## config.mk

```make
export PLATFORM = sky130hd
export DESIGN_NAME = lltr_controller
export DESIGN_NICKNAME = d
export VERILOG_FILES = /design/src/sv/lltr_pkg.sv /design/src/sv/lltr_controller.sv
export SDC_FILE = /design/constraint.sdc
export NUM_CORES = 1
export LEC_CHECK = 0
export ABC_AREA = 1
export BUFFER_PORTS_ARGS = -buffer_cell sky130_fd_sc_hd__buf_2
export CORE_AREA = 2 2 51 53
export CTS_CLUSTER_DIAMETER = 200
export DETAILED_ROUTE_END_ITERATION = 16
export DIE_AREA = 0 0 53 55
export SYNTH_ARGS = -nofsm -noshare
export SYNTH_HDL_FRONTEND = slang
export SYNTH_SLANG_ARGS = --single-unit
```

## constraint.sdc

```tcl
create_clock -name clk -period 1.4 [get_ports clk]
set_input_delay 0.21 -clock clk [delete_from_list [all_inputs] [get_ports clk]]
set_output_delay 0.21 -clock clk [all_outputs]
set_load 0.01 [all_outputs]
```

## src/sv/lltr_pkg.sv

```systemverilog
// ----------------------------------------------------------------------------
// lltr_pkg
// Shared types, constants and codes of the table-driven predictive recognizer.
// ----------------------------------------------------------------------------
package lltr_pkg;

	localparam int StackDepth = 64;
	localparam int NumNonterminals = 16;
	localparam int NumProductions = 64;
	localparam int MaxBodyLen = 8;

	localparam int SpW = 7;
	localparam int SpIdxW = 6;
	localparam int ProdW = 6;
	localparam int PosW = 3;
	localparam int LenW = 4;
	localparam int SymW = 9;
	localparam int TabAddrW = 12;

	localparam logic [7:0] END_MARK = 8'h23;
	localparam logic [7:0] EPS_MARK = 8'h40;

	typedef enum logic [2:0] {
		CMD_TABLE = 3'd0,
		CMD_PSYM = 3'd1,
		CMD_PLEN = 3'd2,
		CMD_START = 3'd3,
		CMD_TOKEN = 3'd4
	} cmd_t;

	typedef enum logic [2:0] {
		ST_OK = 3'd0,
		ST_REJECT = 3'd1,
		ST_ACCEPT = 3'd2,
		ST_OVERFLOW = 3'd3,
		ST_IGNORED = 3'd4
	} status_t;

	localparam logic CFG_START_NT = 1'b0;
	localparam logic CFG_EXPAND_LIMIT = 1'b1;

	typedef enum logic [3:0] {
		S_IDLE,
		S_CLEAR,
		S_WRITE,
		S_FETCH,
		S_LOOK,
		S_DECIDE,
		S_LEN,
		S_PUSH,
		S_DONE,
		S_RESULT
	} state_t;

	// Controller to datapath.
	typedef struct packed {
		logic clear_step;
		logic do_write;
		logic do_start;
		logic load_tok;
		logic sel_end;
		logic read_top;
		logic read_tab;
		logic pop;
		logic expand;
		logic push_sym;
		logic finish;
		logic [2:0] fin_status;
	} ctl_t;

	// Datapath to controller.
	typedef struct packed {
		logic clear_done;
		logic sp_empty;
		logic top_nt;
		logic top_eps;
		logic top_match;
		logic entry_ok;
		logic limit_hit;
		logic overflow;
		logic push_done;
	} sts_t;

endpackage

```

## src/sv/lltr_controller.sv

```systemverilog
// ----------------------------------------------------------------------------
// lltr_controller
// Sequencer for writes, starts and the expand / match loop of each token.
// ----------------------------------------------------------------------------
module lltr_controller import lltr_pkg::*; (
	input  logic clk,
	input  logic arst_n,
	input  logic in_valid,
	output logic in_ready,
	output logic out_valid,
	input  logic out_ready,
	input  logic [2:0] cmd,
	input  logic [7:0] terminal,
	input  logic last_token,
	input  sts_t sts,
	output ctl_t ctl
);

	state_t state_q, state_d;
	logic active_q, active_d;
	logic end_q, end_d;
	logic last_q;
	logic [2:0] fst;
	logic fin_en;
	logic go;

	assign go = in_valid && in_ready;

	// Next state.
	always_comb begin
		state_d = state_q;
		active_d = active_q;
		end_d = end_q;
		fst = ST_OK;
		fin_en = 1'b0;
		case (state_q)
			S_CLEAR: begin
				if (sts.clear_done) begin
					state_d = S_IDLE;
				end
			end
			S_IDLE: begin
				if (go) begin
					fin_en = 1'b1;
					state_d = S_RESULT;
					case (cmd)
						CMD_TABLE, CMD_PSYM, CMD_PLEN: fst = ST_OK;
						CMD_START: begin
							fst = ST_OK;
							active_d = 1'b1;
						end
						CMD_TOKEN: begin
							if (!active_q) begin
								fst = ST_IGNORED;
							end else if (terminal == EPS_MARK) begin
								if (last_token) begin
									fin_en = 1'b0;
									end_d = 1'b1;
									state_d = S_FETCH;
								end
							end else begin
								fin_en = 1'b0;
								end_d = 1'b0;
								state_d = S_FETCH;
							end
						end
						default: fst = ST_IGNORED;
					endcase
				end
			end
			S_FETCH: state_d = S_LOOK;
			S_LOOK: state_d = S_DECIDE;
			S_DECIDE: begin
				if (sts.sp_empty) begin
					fst = ST_REJECT;
					fin_en = 1'b1;
				end else if (!sts.top_nt) begin
					if (sts.top_eps) begin
						state_d = S_FETCH;
					end else if (!sts.top_match) begin
						fst = ST_REJECT;
						fin_en = 1'b1;
					end else begin
						state_d = S_DONE;
					end
				end else if (!sts.entry_ok || sts.limit_hit) begin
					fst = ST_REJECT;
					fin_en = 1'b1;
				end else begin
					state_d = S_LEN;
				end
				if (fin_en) begin
					active_d = 1'b0;
					state_d = S_RESULT;
				end
			end
			S_LEN: begin
				// The body length is now registered; the nonterminal is already popped.
				if (sts.overflow) begin
					fst = ST_OVERFLOW;
					fin_en = 1'b1;
					active_d = 1'b0;
					state_d = S_RESULT;
				end else begin
					state_d = S_PUSH;
				end
			end
			S_PUSH: begin
				if (sts.push_done) begin
					state_d = S_FETCH;
				end
			end
			S_DONE: begin
				// Match popped the terminal in the previous cycle.
				if (last_q && !end_q) begin
					end_d = 1'b1;
					state_d = S_FETCH;
				end else begin
					fin_en = 1'b1;
					state_d = S_RESULT;
					if (end_q) begin
						fst = sts.sp_empty ? ST_ACCEPT : ST_REJECT;
						active_d = 1'b0;
					end
				end
			end
			S_RESULT: begin
				if (out_ready) begin
					state_d = S_IDLE;
				end
			end
			default: state_d = S_IDLE;
		endcase
	end

	// Outputs.
	always_comb begin
		ctl = '0;
		ctl.fin_status = fst;
		ctl.finish = fin_en;
		case (state_q)
			S_CLEAR: ctl.clear_step = 1'b1;
			S_IDLE: begin
				ctl.do_write = go;
				ctl.do_start = go && cmd == CMD_START;
				ctl.load_tok = go && cmd == CMD_TOKEN;
				ctl.sel_end = terminal == EPS_MARK;
			end
			S_FETCH: ctl.read_top = 1'b1;
			S_LOOK: ctl.read_tab = 1'b1;
			S_DECIDE: begin
				ctl.pop = !sts.sp_empty && !sts.top_nt && (sts.top_eps || sts.top_match);
				ctl.expand = state_d == S_LEN;
			end
			S_PUSH: ctl.push_sym = !sts.push_done;
			S_DONE: begin
				ctl.load_tok = last_q && !end_q;
				ctl.sel_end = 1'b1;
			end
			default: ;
		endcase
	end

	always_ff @(posedge clk or negedge arst_n) begin
		if (!arst_n) begin
			state_q <= S_CLEAR;
			active_q <= 1'b0;
			end_q <= 1'b0;
			last_q <= 1'b0;
		end else begin
			state_q <= state_d;
			active_q <= active_d;
			end_q <= end_d;
			if (go) begin
				last_q <= last_token;
			end
		end
	end

	assign in_ready = (state_q == S_IDLE);
	assign out_valid = (state_q == S_RESULT);

endmodule

```

==> metrics.txt <==
status finished, violations left; failing checks setup timing; Clk Latency, worst-skew pair 0.26 ns; gp weighted congestion 0.911; Core Area 2360 sq um; Slew HR 0.849; # DRC 0; gr usage total 0.193; Antenna diodes 0; CP Max Fanout 5; Synth Area per Inst 6.12 sq um; initial antenna violation count 0; PortBufs 40; Yosys cell types 27; nets 229; Routed wire per std cell 11.8 um; Final period util 1.19; Cell Pwr Density 1560 nW/um^2; Clock Power Share 0.089; Max Freq 0.603 GHz; Synth Cell Area 790 sq um; vias per cell 4.66; drt first-iter violations 16; register area share after synthesis 0.223; chip height 55 um; total CTS buffers 3; cell taking the most area after synthesis dfrtp_1; Clock Tree Root clkbuf_4; Num Clock Sinks 7; Crit Path Category reg2out; Worst Hold Launch last_token; clk_skew 0.00872 ns; vias in the first global route 946; P_leak 0.800 nW; CP Launch Type flop; unrepaired setup endpoints after global routing true; worst slew pin tran 0.225 ns; R2R Path End state_q[3]; Yosys warnings 0; Hold Crit Endpoint last_q; Max clock buf depth 2; R2R setup slack -0.21 ns; total die area 2920 sq um; Cell Count, Final, Fillers Out 233; GRT Residual Overflow 0; Max VDD drop 0.732 mV; Synth top area share 0.190; RR Startpoint state_q[1]; shortest period the worst path allows 1.66 ns; global-route wire length before repair 4100 um; most frequent cells in the layout buf_2 (36), buf_4 (28), nand2_1 (21); synthesized flop and latch total 7; final setup margin -0.259 ns; hold depth 3; Final setup viols 19; final-report hold violation count 0; Fin Hold WS 0.212 ns; Combinational Power Share 0.742; Slew Limit Fails 0; Area Growth Syn to Fin 80.7%; Critical Path AT 1.45 ns; Initial Util 0.334; Int Pwr 1.19 mW; 1st-pass router iterations 4; Worst setup EP type output pin; H-tree levels 1; Cells after DPL 209; most common cell after layout, fill and taps aside buf_2; share of layout cells above drive strength 1 0.567; row cnt 18; max capacitance violation total 0; Post-Place Setup Slack 0.00170 ns; I/O Pins 41; worst reg2reg path depth 12; Final HPWL DP 2050 um; Die X 53 um; Psw 1.04 mW; switching share of power 0.467; vias post-DR 1086; Gate Count Post-Synth 129; Hold Crit Class in2reg; largest net degree at the start of global routing 8; Placed Area 1100 sq um; total wire length 2740 um; design area 1430 sq um; Syn Nets 154; top cells by area, synth dfrtp_1 (19%), nand2_1 (14%), nor2_1 (9.0%); Crit path required time 1.19 ns; Reg power frac 0.169; Antenna Nets Post-Route 0; clk slew on worst S/H paths 0.06 ns; CTS tree done
synthesized netlist by cell type:
master    number
nand2_4        2
inv_1         16
inv_4          1
nor2_8         1
nand3b_1       3
nand4_1        2
o211ai_1       1
nand3_2        1
inv_2          6
o311ai_0       1
o21bai_1       1
o21ai_1        1
a21oi_1        2
nand2_2        4
nor2_2         2
nor2_1        19
dfstp_2        1
nor3_1         3
nand2_1       29
buf_4          2
nand3_1       13
and2_1         1
o21ai_0        8
o211a_1        1
dfrtp_1        6
nor2_4         1
nand3_4        1
per-layer routing:
metal | track usage | vias up | wire length (um)
met1 | 0.243 | 483 | 1190
met4 | 0.0641 | 0 | 33
met5 | 0 | - | 0
li1 | - | 557 | -
met3 | 0.0161 | 5 | 168
met2 | 0.348 | 41 | 1340
critical path, stage by stage (launching register included):
cell     delay, ns
dfstp_2       0.60
inv_2         0.07
nand2_4       0.08
nor2_8        0.04
nand2_4       0.08
inv_4         0.04
nand2_4       0.05
nand4_1       0.08
buf_2         0.15
final cells by class:
cell class | count | area (sq um)
clock buffer | 4 | 26.3
timing repair buffer | 72 | 479
inverter | 23 | 101
fill | 234 | 938
multi-input combinational | 97 | 606
sequential | 7 | 176
tap | 30 | 37.5
stage by stage:
| stage | util | TNS [ns] | power (mW) |
|---|---|---|---|
| 3_5_place_dp | 0.466 | 0 | 1.45 |
| 4_1_cts | 0.542 | -2.45 | 1.91 |
| 5_1_grt | 0.603 | -4.48 | 2.40 |
| 6_report | 0.603 | -3.12 | 2.23 |
| 3_3_place_gp | 0.466 | 0 | 1.44 |
| 2_1_floorplan | - | 0 | 1.07 |
power by group through the flow:
stage                     clock [mW]  sequential [mW]  combinational [mW]
final                          0.198            0.376                1.65
after global routing           0.214            0.386                1.80
after CTS                      0.203            0.362                1.35
after detailed placement           0            0.355                1.10
after global placement             0            0.351                1.08
after floorplan                    0            0.344               0.729
registers in the layout, indices dropped and copies added (netlist names):
signal / flops
active_q: 1
end_q: 1
state_q: 4
last_q: 1
repair_timing:
action / CTS / global route
gates cloned: 0 / 0
gates resized for setup: 18 / 24
hold buffers: 1 / 0
pin swaps: 6 / 10
buffers inserted: 10 / 10
hold endpoints to repair: 6 / 0
setup endpoints to repair: 16 / 21
how the worst max path moves through the flow:
stage | from | end | slack (ns)
floorplan | state_q[2] | ctl[0] | 0.02
global placement | state_q[1] | ctl[10] | 0.01
detailed placement | state_q[0] | ctl[3] | 0.002
CTS | state_q[0] | ctl[3] | -0.25
global route | state_q[0] | ctl[3] | -0.33
finish | state_q[0] | ctl[3] | -0.26
logic make-up after synthesis:
| family | count (synthesis) | synth area share |
|---|---|---|
| AO/OA/AOI/OAI | 15 | 0.113 |
| buffers and inverters | 25 | 0.132 |
| flip-flops | 7 | 0.223 |
| AND/OR/NAND/NOR | 82 | 0.532 |
Note: power is estimated with default switching activity, not from simulation.
